File: src/hw/rtl/priority_boost_slot_table_top_assert.svh
// Assertion macros for the priority boost slot table.
`ifndef PRIORITY_BOOST_SLOT_TABLE_TOP_ASSERT_SVH
`define PRIORITY_BOOST_SLOT_TABLE_TOP_ASSERT_SVH
`ifndef SYNTH
`define PBST_ASSERT_IMPLY(lbl, clk, rst_n, ante, cons) \
  lbl: assert property (@(posedge clk) disable iff (!rst_n) (ante) |-> (cons)) \
    else $error("pbst: same-cycle check failed");
`define PBST_ASSERT_NEXT(lbl, clk, rst_n, ante, cons) \
  lbl: assert property (@(posedge clk) disable iff (!rst_n) (ante) |=> (cons)) \
    else $error("pbst: next-cycle check failed");
`else
`define PBST_ASSERT_IMPLY(lbl, clk, rst_n, ante, cons)
`define PBST_ASSERT_NEXT(lbl, clk, rst_n, ante, cons)
`endif
`endif

File: src/hw/rtl/pbst_pkg.sv
package pbst_pkg;

  localparam int SLOT_COUNT = 8;
  localparam int NEST_BITS  = 8;
  localparam int SLOT_IDX_W = (SLOT_COUNT > 1) ? $clog2(SLOT_COUNT) : 1;

  localparam int OP_W   = 2;
  localparam int TASK_W = 16;
  localparam int PRIO_W = 5;
  localparam int KIND_W = 2;

  localparam logic [PRIO_W-1:0]    BOOST_RESET = PRIO_W'(11);
  localparam logic [NEST_BITS-1:0] NEST_ONE    = NEST_BITS'(1);
  localparam logic [NEST_BITS-1:0] NEST_MAX    = {NEST_BITS{1'b1}};

  typedef enum logic [OP_W-1:0] {
    OP_ENTER = 2'd0,
    OP_LEAVE = 2'd1,
    OP_QUERY = 2'd2
  } op_e;

  typedef struct packed {
    logic              vld;
    logic [OP_W-1:0]   op;
    logic [TASK_W-1:0] task_id;
    logic [PRIO_W-1:0] prio;
    logic [KIND_W-1:0] kind;
  } req_t;

  typedef struct packed {
    logic                  hit;
    logic [SLOT_IDX_W-1:0] hit_idx;
    logic                  free;
    logic [SLOT_IDX_W-1:0] free_idx;
  } lookup_t;

endpackage

File: src/hw/rtl/pbst_lookup.sv
module pbst_lookup (
  input  logic [pbst_pkg::SLOT_COUNT-1:0][pbst_pkg::TASK_W-1:0] owners_i,
  input  logic [pbst_pkg::TASK_W-1:0]                           task_id_i,
  output pbst_pkg::lookup_t                                     lookup_o
);
  import pbst_pkg::*;

  always_comb begin
    lookup_o = '0;
    for (int i = SLOT_COUNT - 1; i >= 0; i--) begin
      if (owners_i[i] == task_id_i) begin
        lookup_o.hit     = 1'b1;
        lookup_o.hit_idx = SLOT_IDX_W'(i);
      end
      if (owners_i[i] == '0) begin
        lookup_o.free     = 1'b1;
        lookup_o.free_idx = SLOT_IDX_W'(i);
      end
    end
  end

endmodule

File: src/hw/rtl/pbst_core.sv
`include "priority_boost_slot_table_top_assert.svh"

module pbst_core (
  input  logic                        clk_i,
  input  logic                        rst_ni,
  input  pbst_pkg::req_t              req_i,
  input  logic [pbst_pkg::PRIO_W-1:0] boost_i,
  output logic                        res_vld_o,
  output logic                        res_set_o,
  output logic [pbst_pkg::PRIO_W-1:0] res_prio_o,
  output logic                        res_held_o,
  output logic [pbst_pkg::KIND_W-1:0] res_kind_o,
  output logic                        res_exh_o
);
  import pbst_pkg::*;

  logic [SLOT_COUNT-1:0][TASK_W-1:0]    owner_q;
  logic [SLOT_COUNT-1:0][NEST_BITS-1:0] nest_q;
  logic [PRIO_W-1:0]                    saved_q [SLOT_COUNT];
  logic [KIND_W-1:0]                    kind_q  [SLOT_COUNT];
  logic                                 exh_seen_q;

  lookup_t               lk;
  logic [SLOT_IDX_W-1:0] slot_idx;
  logic [NEST_BITS-1:0]  cur_nest;
  logic [PRIO_W-1:0]     cur_saved;
  logic [KIND_W-1:0]     cur_kind;

  logic                  owner_we;
  logic [TASK_W-1:0]     owner_wdata;
  logic                  nest_we;
  logic [NEST_BITS-1:0]  nest_wdata;
  logic                  meta_we;
  logic                  exh_set;

  logic                  set_d;
  logic [PRIO_W-1:0]     prio_d;
  logic                  held_d;
  logic [KIND_W-1:0]     kind_d;
  logic                  exh_d;

  logic                  res_vld_q;
  logic                  set_q;
  logic [PRIO_W-1:0]     prio_q;
  logic                  held_q;
  logic [KIND_W-1:0]     res_kind_q;
  logic                  exh_q;

  pbst_lookup u_lookup (
    .owners_i  (owner_q),
    .task_id_i (req_i.task_id),
    .lookup_o  (lk)
  );

  assign slot_idx  = lk.hit ? lk.hit_idx : lk.free_idx;
  assign cur_nest  = nest_q[slot_idx];
  assign cur_saved = saved_q[slot_idx];
  assign cur_kind  = kind_q[slot_idx];

  always_comb begin
    owner_we    = 1'b0;
    owner_wdata = '0;
    nest_we     = 1'b0;
    nest_wdata  = '0;
    meta_we     = 1'b0;
    exh_set     = 1'b0;
    set_d       = 1'b0;
    prio_d      = '0;
    held_d      = 1'b0;
    kind_d      = '0;
    exh_d       = 1'b0;
    if (req_i.vld && (req_i.task_id != '0)) begin
      unique case (op_e'(req_i.op))
        OP_ENTER: begin
          if (lk.hit || lk.free) begin
            if (!lk.hit) begin
              owner_we    = 1'b1;
              owner_wdata = req_i.task_id;
            end
            nest_we    = 1'b1;
            nest_wdata = (cur_nest == NEST_MAX) ? cur_nest : cur_nest + NEST_ONE;
            meta_we    = (cur_nest == '0);
            if ((boost_i != '0) && (req_i.prio < boost_i)) begin
              set_d  = 1'b1;
              prio_d = boost_i;
            end
            held_d = 1'b1;
            kind_d = (cur_nest == '0) ? req_i.kind : cur_kind;
          end else if (!exh_seen_q) begin
            exh_set = 1'b1;
            exh_d   = 1'b1;
          end
        end
        OP_LEAVE: begin
          if (lk.hit && (cur_nest != '0)) begin
            nest_we    = 1'b1;
            nest_wdata = cur_nest - NEST_ONE;
            if (cur_nest == NEST_ONE) begin
              owner_we    = 1'b1;
              owner_wdata = '0;
              if (cur_saved != req_i.prio) begin
                set_d  = 1'b1;
                prio_d = cur_saved;
              end
            end else begin
              held_d = 1'b1;
              kind_d = cur_kind;
            end
          end else if (lk.hit) begin
            held_d = 1'b1;
          end
        end
        OP_QUERY: begin
          if (lk.hit) begin
            held_d = 1'b1;
            if (cur_nest != '0) begin
              kind_d = cur_kind;
            end
          end
        end
        default: begin
        end
      endcase
    end
  end

  always_ff @(posedge clk_i or negedge rst_ni) begin
    if (!rst_ni) begin
      owner_q    <= '0;
      nest_q     <= '0;
      exh_seen_q <= 1'b0;
      res_vld_q  <= 1'b0;
    end else begin
      if (owner_we) begin
        owner_q[slot_idx] <= owner_wdata;
      end
      if (nest_we) begin
        nest_q[slot_idx] <= nest_wdata;
      end
      if (exh_set) begin
        exh_seen_q <= 1'b1;
      end
      res_vld_q <= req_i.vld;
    end
  end

  always_ff @(posedge clk_i) begin
    if (meta_we) begin
      saved_q[slot_idx] <= req_i.prio;
      kind_q[slot_idx]  <= req_i.kind;
    end
    if (req_i.vld) begin
      set_q      <= set_d;
      prio_q     <= prio_d;
      held_q     <= held_d;
      res_kind_q <= kind_d;
      exh_q      <= exh_d;
    end
  end

  assign res_vld_o  = res_vld_q;
  assign res_set_o  = set_q;
  assign res_prio_o = prio_q;
  assign res_held_o = held_q;
  assign res_kind_o = res_kind_q;
  assign res_exh_o  = exh_q;

  `PBST_ASSERT_NEXT(a_res_follows_req, clk_i, rst_ni, req_i.vld, res_vld_q)
  `PBST_ASSERT_NEXT(a_no_spurious_res, clk_i, rst_ni, !req_i.vld, !res_vld_q)
  `PBST_ASSERT_NEXT(a_exh_once, clk_i, rst_ni, exh_seen_q && req_i.vld, !exh_q)
  `PBST_ASSERT_IMPLY(a_exh_not_held, clk_i, rst_ni, res_vld_q && exh_q, !held_q && !set_q)

endmodule

File: src/hw/rtl/priority_boost_slot_table_top.sv
// Channel  | Direction | Handshake          | Payload
// request  | in        | start_i, busy_o    | operation_i, task_id_i, current_priority_i,
//          |           |                    | use_kind_i
// result   | out       | done_o (strobe)    | set_priority_o, new_priority_o, slot_held_o,
//          |           |                    | held_kind_o, exhaustion_report_o
// config   | in        | cfg_we_i           | cfg_wdata_i (boost level)
//
// One request per cycle; busy_o stays low. A request taken by start_i is
// registered in req_q, matched against the eight-slot table and updated along
// with the result registers, and its result is strobed by done_o for a single cycle.
// The table lookup and update form one combinational pass between the request
// and result registers. Reset frees all slots, clears the exhaustion flag and
// loads a boost level of 11. Results cannot be stalled.
module priority_boost_slot_table_top (
  input  logic                        clk_i,
  input  logic                        rst_ni,
  input  logic                        start_i,
  output logic                        busy_o,
  input  logic [pbst_pkg::OP_W-1:0]   operation_i,
  input  logic [pbst_pkg::TASK_W-1:0] task_id_i,
  input  logic [pbst_pkg::PRIO_W-1:0] current_priority_i,
  input  logic [pbst_pkg::KIND_W-1:0] use_kind_i,
  input  logic                        cfg_we_i,
  input  logic [pbst_pkg::PRIO_W-1:0] cfg_wdata_i,
  output logic                        done_o,
  output logic                        set_priority_o,
  output logic [pbst_pkg::PRIO_W-1:0] new_priority_o,
  output logic                        slot_held_o,
  output logic [pbst_pkg::KIND_W-1:0] held_kind_o,
  output logic                        exhaustion_report_o
);
  import pbst_pkg::*;

  req_t              req_q;
  logic [PRIO_W-1:0] boost_q;

  assign busy_o = 1'b0;

  always_ff @(posedge clk_i or negedge rst_ni) begin
    if (!rst_ni) begin
      req_q   <= '0;
      boost_q <= BOOST_RESET;
    end else begin
      req_q.vld <= start_i && !busy_o;
      if (start_i && !busy_o) begin
        req_q.op      <= operation_i;
        req_q.task_id <= task_id_i;
        req_q.prio    <= current_priority_i;
        req_q.kind    <= use_kind_i;
      end
      if (cfg_we_i) begin
        boost_q <= cfg_wdata_i;
      end
    end
  end

  pbst_core u_core (
    .clk_i      (clk_i),
    .rst_ni     (rst_ni),
    .req_i      (req_q),
    .boost_i    (boost_q),
    .res_vld_o  (done_o),
    .res_set_o  (set_priority_o),
    .res_prio_o (new_priority_o),
    .res_held_o (slot_held_o),
    .res_kind_o (held_kind_o),
    .res_exh_o  (exhaustion_report_o)
  );

endmodule

File: config.mk
export PLATFORM = sky130hd
export DESIGN_NAME = priority_boost_slot_table_top
export DESIGN_NICKNAME = d
export VERILOG_FILES = /design/src/hw/rtl/pbst_pkg.sv /design/src/hw/rtl/pbst_lookup.sv /design/src/hw/rtl/pbst_core.sv /design/src/hw/rtl/priority_boost_slot_table_top.sv
export VERILOG_INCLUDE_DIRS = /design/src /design/src/hw/rtl
export SDC_FILE = /design/constraint.sdc
export NUM_CORES = 1
export LEC_CHECK = 0
export BUFFER_PORTS_ARGS = -buffer_cell sky130_fd_sc_hd__buf_2
export CORE_UTILIZATION = 45
export CTS_CLUSTER_DIAMETER = 150
export DETAILED_ROUTE_END_ITERATION = 8
export GPL_ROUTABILITY_DRIVEN = 0
export PLACE_DENSITY = 0.71
export SYNTH_ARGS = -nofsm -noshare
export SYNTH_HDL_FRONTEND = slang
export SYNTH_SLANG_ARGS = --single-unit
File: constraint.sdc
create_clock -name clk_i -period 7.6 [get_ports clk_i]
set_input_delay 2.28 -clock clk_i [delete_from_list [all_inputs] [get_ports clk_i]]
set_output_delay 2.28 -clock clk_i [all_outputs]
set_load 0.02 [all_outputs]
-- Word level (Yosys, flattened, before mapping)
Memories as Yosys holds them, arrays and structs flattened.
Index checks and enable logic that the tools add are counted.
- flip-flop bits (word level): 235
- memory bits (writable): 56
- input bits: 34
- output and inout port bits: 12
- word-level logic and storage cells: 143
- memories kept: 2
- add/sub/neg operators: 2
- magnitude comparators: 3
- equal/unequal tests: 13
- muxes and demuxes: 76
- reduce and logical (&&, ||, !) cells: 18
- memory list (name ; depth ; bits a word ; rd ports ; clocked after Yosys merged registers in ; write ports ; line ; text):
    u_core.saved_q ; 8 ; 5 ; 1 ; 0 ; 1 ; pbst_core.sv:19 ; logic [PRIO_W-1:0] saved_q [SLOT_COUNT];
    u_core.kind_q ; 8 ; 2 ; 1 ; 0 ; 1 ; pbst_core.sv:20 ; logic [KIND_W-1:0] kind_q [SLOT_COUNT];
- operator list (kind ; count):
    bitwise mux 128 bit ; 1
    == test 16 bit ; 8
    logical NOT 16 bit ; 8
    2-to-1 mux 16 bit ; 5
    bitwise mux 64 bit ; 1
    2-to-1 mux 4 bit ; 16
    demux 16 bit (select 3 bit) ; 1
    2-to-1 mux 8 bit ; 6
    2-to-1 mux 1 bit ; 25
    2-to-1 mux 5 bit ; 5
    binary-select mux 8 bit (select 3 bit) ; 1
    demux 8 bit (select 3 bit) ; 1
    one-hot mux 8 bit (2 select lines) ; 1
    nonzero test 16 bit ; 1
    2-to-1 mux 2 bit ; 6
    one-hot mux 5 bit (2 select lines) ; 1
    adder 8 x 1 -> 8 bit, second input constant ; 1
    == test 8 x 1 -> 1 bit, second input constant ; 1
    == test 8 bit, second input constant ; 1
    logical NOT 8 bit ; 1
    nonzero test 8 bit ; 1
    subtractor 8 x 1 -> 8 bit, second input constant ; 1
    one-hot mux 1 bit (2 select lines) ; 3
    one-hot mux 2 bit (3 select lines) ; 1
    12 further kinds ; 15

-- Longest topological paths before layout
- depth after elaboration: 18
- depth in mapped cells: 22
- depth with buffers taken out: 16

-- By module
Synthesis repeated with hierarchy kept, for this count alone.
- cells, all modules: 1242
- area total of the unflattened synthesis: 14632.8 µm²
- modules (own cells, without submodules) (module ; instances ; cells each ; area each (µm²) ; seq. area each (µm²)):
    pbst_core ; 1 ; 922 ; 11412.2 ; 6836.6
    pbst_lookup ; 1 ; 254 ; 1965.6 ; 0.0
    priority_boost_slot_table_top ; 1 ; 66 ; 1255.0 ; 779.5

-- Worst setup path after synthesis
Ideal clock, no wire load.
- kind: reg2reg
- start: reg req_q[14] in the netlist's numbering
- end: reg u_core.owner_q[103] in the netlist's numbering
- setup time: 0.130 ns
- arrival: 4.505 ns
- required time: 7.470 ns
- setup slack: 2.965 ns
- stages on the path, launching flop included: 22
- buffers on the path: 5
- period minus slack after synthesis: 4.635 ns
- path through: dfrtp_1 buf_4 xor2_1 nor4_1 nand4_1 nor2b_1 a311o_1 a22o_1 buf_6 buf_6 nor3_2 nor2_1 a21oi_1 inv_1 ha_1 clkbuf_1 nor2_1 nand4_2 a21oi_4 nand3_4 buf_6 o2bb2ai_1
- longest elaborated chain between the ends: 17
- elaborated cells on any way between the ends: 41
- classes of those cells: order compare: 2; eq/ne: 9; mux: 24; reduce/logical: 6
- RTL lines (what ; line ; text):
    start: declaration ; priority_boost_slot_table_top.sv:34 ; req_t req_q;
    == test 16 bit ; pbst_lookup.sv:11 ; if (owners_i[i] == task_id_i) begin
    2-to-1 mux 4 bit (8 in a row) ; pbst_lookup.sv:11 ;
    2-to-1 mux 3 bit ; pbst_core.sv:55 ; assign slot_idx = lk.hit ? lk.hit_idx : lk.free_idx;
    binary-select mux 8 bit (select 3 bit) ; pbst_core.sv:56 ; assign cur_nest = nest_q[slot_idx];
    2-to-1 mux 8 bit (not written as such) ; pbst_core.sv:56 ;
    == test 8 x 1 -> 1 bit / nonzero test 8 bit (equally long branches) ; pbst_core.sv:98, pbst_core.sv:95 ;
    2-to-1 mux 1 bit / logical AND 1 bit (equally long branches) ; pbst_core.sv:98, pbst_core.sv:95 ;
    2-to-1 mux 1 bit ; pbst_core.sv:95 ; if (lk.hit && (cur_nest != '0)) begin
    one-hot mux 1 bit (2 select lines) ; pbst_core.sv:73 ; unique case (op_e'(req_i.op))
    2-to-1 mux 1 bit ; pbst_core.sv:72 ; if (req_i.vld && (req_i.task_id != '0)) begin
    end signal: indexed assignment ; pbst_core.sv:135 ; owner_q[slot_idx] <= owner_wdata;
    end: declaration ; pbst_core.sv:17 ; logic [SLOT_COUNT-1:0][TASK_W-1:0] owner_q;
Several ways; a longest one is shown, not always the timed one. The select of a mux whose other input is x is not followed.
A chain may end at the register's enable or synchronous reset.

-- Final worst setup path
- start: reg req_q[9] in the netlist's numbering
- end: mem u_core.saved_q[0][2] (enable)
- longest elaborated chain between the ends: 18
- elaborated cells on any way between the ends: 28
- classes of those cells: eq/ne: 8; mux: 16; reduce/logical: 4
- RTL lines (what ; line ; text):
    == test 16 bit ; pbst_lookup.sv:11 ;
    2-to-1 mux 4 bit (8 in a row) ; pbst_lookup.sv:11 ;
    2-to-1 mux 3 bit ; pbst_core.sv:55 ;
    binary-select mux 8 bit (select 3 bit) ; pbst_core.sv:56 ;
    2-to-1 mux 8 bit (not written as such) ; pbst_core.sv:56 ;
    logical NOT 8 bit ; pbst_core.sv:82 ; meta_we = (cur_nest == '0);
    2-to-1 mux 1 bit ; pbst_core.sv:75 ; if (lk.hit || lk.free) begin
    2-to-1 mux 1 bit ; pbst_core.sv:73 ;
    2-to-1 mux 1 bit ; pbst_core.sv:72 ;
    2-to-1 mux 1 bit ; pbst_core.sv:148 ; if (meta_we) begin
    2-to-1 mux 1 bit (not written as such) ; pbst_core.sv:149 ; saved_q[slot_idx] <= req_i.prio;
    end: declaration ; pbst_core.sv:19 ;
Several ways; a longest one is shown, not always the timed one. The select of a mux whose other input is x is not followed.

==> summary.md <==
| Metric | Value |
|---|---|
| Worst setup EP type | `flop` |
| Post-detail-place hpwl | `26.55 mm` |
| Clock sink count | `slightly below 300` |
| CP delay by family, top | `simple AND/OR/NAND/NOR gates` |
| Share of cells above drive strength 1 | `0.1394` |
| FP Rows | `64` |
| Setup CP Type | `reg -> reg` |
| Via count | `roughly 11k` |
| Met3 Usage GRT | `0.04264` |
| Synth top area cells | `dfrtp_1 (39%), edfxtp_1 (14%), o2bb2ai_1 (8.0%)` |
| Core Footprint | `just over 30000 µm²` |
| Arrival time of the worst setup path | `approximately 6.4 ns` |
| Number of buffers added for setup after CTS | `0` |
| Slew Limit Fails | `0` |
| Post-CTS Resized | `0` |
| CTS Buffer Depth | `3` |
| Syn Std Cell Area | `around 14000 µm²` |
| Sequential-to-total area share from yosys stat | `0.5314` |
| GRT Overall Usage | `0.2521` |
| Final TNS setup | `0 ns` |
| Top cell type by total area after synthesis | `dfrtp_1` |
| Share of the synthesized area in the top cell type | `0.3876` |
| Chip width | `about 180 µm` |
| # port buffers | `between 40 and 50` |
| Global-route wire length before repair | `about 64 mm` |
| Worst-Margin Slew | `~1.2 ns` |
| Post-synth EDFFs | `between 60 and 70` |
| Cell with the most instances after synthesis | `dfrtp_1` |
| Drt wl/cell | `roughly 24 µm` |
| Io pins | `46` |
| Largest net degree at the start of global routing | `~110` |
| Ant. Diodes | `0` |
| Fin nets | `between 1k and 1.5k` |
| Worst relative slew slack | `0.2124` |
| Vias in the first global route | `roughly 11k` |
| Total gr overflow | `0` |
| Routed WL | `approximately 41 mm` |
| Gate Count Post-Synth | `1241` |
| Reg clk slew, reported paths | `0.06 ns` |
| DRC Markers | `0` |
| RSZ-0062 raised after global routing | `no` |
| Worst EP required | `between 7 and 8 ns` |
| CP max stage cell | `nor3_1` |
| # hold bufs at CTS | `0` |
| Synth Area per Inst | `about 12 µm²` |
| Top_reg_cell synth | `dfrtp_1` |
| # fillers | `2641` |
| Clk_lat worst skew | `0.56 ns` |
| Syn nets | `about 1.3k` |
| Starting DRT DRC Count | `1165` |
| Post-route ant nets | `0` |
| Max-cap violations | `0` |
| Routing usage on met2 | `0.3876` |
| Hold Path Class | `reg -> reg` |
| Clock skew | `0.01506 ns` |
| Endpoints failing setup | `0` |
| Post-synth ARST share | `0.7732` |
| Crit Path Max Fanout | `27` |
| Crit start category | `flop` |
| Final Hold Vio Count | `0` |
| Met1 Use GR | `0.3572` |
| Critical-path cell list | `xor2_1, nor4_1, nand4_1, a21o_1, a311o_1, a22o_2, buf_4, nor4_1, a31o_2, ha_1, nand4_1, nor3_1` |
| Inserted Clock Buffers | `30` |
| CTS root buf | `clkbuf_16` |
| Area Growth Syn to Fin | `9.419%` |
| Yosys cell types | `between 80 and 90` |
| Most frequent cells after synthesis | `dfrtp_1 (222), nand2_1 (134), o2bb2ai_1 (131)` |
| Warnings from Yosys | `0` |
| Max Freq | `160.3 MHz` |
| Die height | `between 150 and 200 µm` |
| Outcome | `completed` |
| GRT Max-Usage Layer | `met2` |
| Full die area | `approximately 33000 µm²` |
| Fin crit share | `0.8208` |
| Via density | `approximately 6.5` |
| Number of synthesized register bits | `291` |
| Post-layout min period | `about 6.2 ns` |
| Initial Util | `0.4625` |
| CTS tree | `yes` |
| DRT Pass-1 Iters | `5` |
| Initial antenna violation count | `0` |
| H-tree levels | `1` |
| Delay of the slowest critical-path stage | `1.02 ns` |
| WP buf/inv | `1` |
worst reg2reg max path, delay by kind of cell (launching register included):
kind,cells,cell delay (ns)
compound gates,4,1.43
xor+xnor,1,0.15
fa+ha+maj,1,0.36
buf+inv,1,0.33
flops,1,0.91
simple gates,5,2.67
state kept, by name, summed over array words and instances, names as in the netlist:
name,count
u_core.owner_q,128
u_core.nest_q,64
u_core.saved_q,40
req_q,26
u_core.kind_q,16
boost_q,5
u_core.res_prio_o,5
u_core.res_kind_o,2
u_core.exh_seen_q,1
u_core.res_exh_o,1
u_core.res_held_o,1
u_core.res_set_o,1
u_core.res_vld_o,1
cell families (layout without fill, tap and decap cells):
| family | count (synthesis) | in the layout | share of synthesized area |
|---|---|---|---|
| flip-flops | 291 | 291 | 0.5314 |
| AO/OA/AOI/OAI | 322 | 322 | 0.1730 |
| other | 1 | 1 | 0.0002616 |
| XOR/XNOR | 134 | 134 | 0.08189 |
| AND/OR/NAND/NOR | 355 | 355 | 0.1364 |
| adder cells (fa/ha/maj) | 8 | 8 | 0.006984 |
| buffers and inverters | 85 | 121 | 0.03570 |
| multiplexers | 45 | 45 | 0.03431 |
routing by layer:
| layer | vias up | wire, µm |
|---|---|---|
| met5 | - | 0 |
| met2 | 605 | 18210 |
| met3 | 130 | 3833 |
| met4 | 0 | 1472 |
| li1 | 4721 | - |
| met1 | 5434 | 17110 |
layout by cell type, fill, tap and decap left out, drive strengths merged, types with 32 or more instances in the layout:
cell type / instances
clkbuf: 39
dfrtp: 222
o2bb2ai: 131
nor2: 32
xnor2: 37
edfxtp: 66
xor2: 97
buf: 51
o21ai: 80
nand2: 136
nor4: 65
final timing paths:
path / startpoint / endpoint / slack [ns] / depth (start not counted)
setup / recovery: req_q[9] / u_core.saved_q[0][2] / 1.36 / 12
hold / removal: u_core.nest_q[19] / u_core.nest_q[19] / 0.48 / 2
setup reg to reg: req_q[9] / u_core.saved_q[0][2] / 1.36 / 12
hold reg to reg: u_core.nest_q[19] / u_core.nest_q[19] / 0.48 / 2
max in group asynchronous: rst_ni / req_q[23] / 4.44 / 2
min in group asynchronous: rst_ni / u_core.owner_q[126] / 1.77 / 1
area by class of cell:
| cell class | count | area, µm² | share of cell area |
|---|---|---|---|
| clock inverters | 17 | 168.9 | 0.01077 |
| flip-flops and latches | 291 | 7616 | 0.4856 |
| well taps | 396 | 495.5 | 0.03159 |
| repair buffers | 51 | 282.8 | 0.01803 |
| clock buffers | 39 | 855.8 | 0.05457 |
| multi-input cells | 865 | 6211 | 0.3960 |
| inverters | 14 | 52.55 | 0.003351 |
metrics by stage:
stage                     instance area (µm²)  setup slack, ns    util  cells  hold WS (ns)
after global routing                    15680            1.169  0.5061   1673        0.4956
after detailed placement                14660            1.530  0.4730   1617        0.4624
final                                   15680            1.362  0.5061   1673        0.4764
after CTS                               15680            1.472  0.5061   1673        0.4764
after global placement                  14660            1.615  0.4730   1617        0.4559
after floorplan                         14330            2.965       -   1241        0.4403
Power is not shown: default switching activity piles up to over one toggle a cycle in this logic, so the estimate is an artifact.
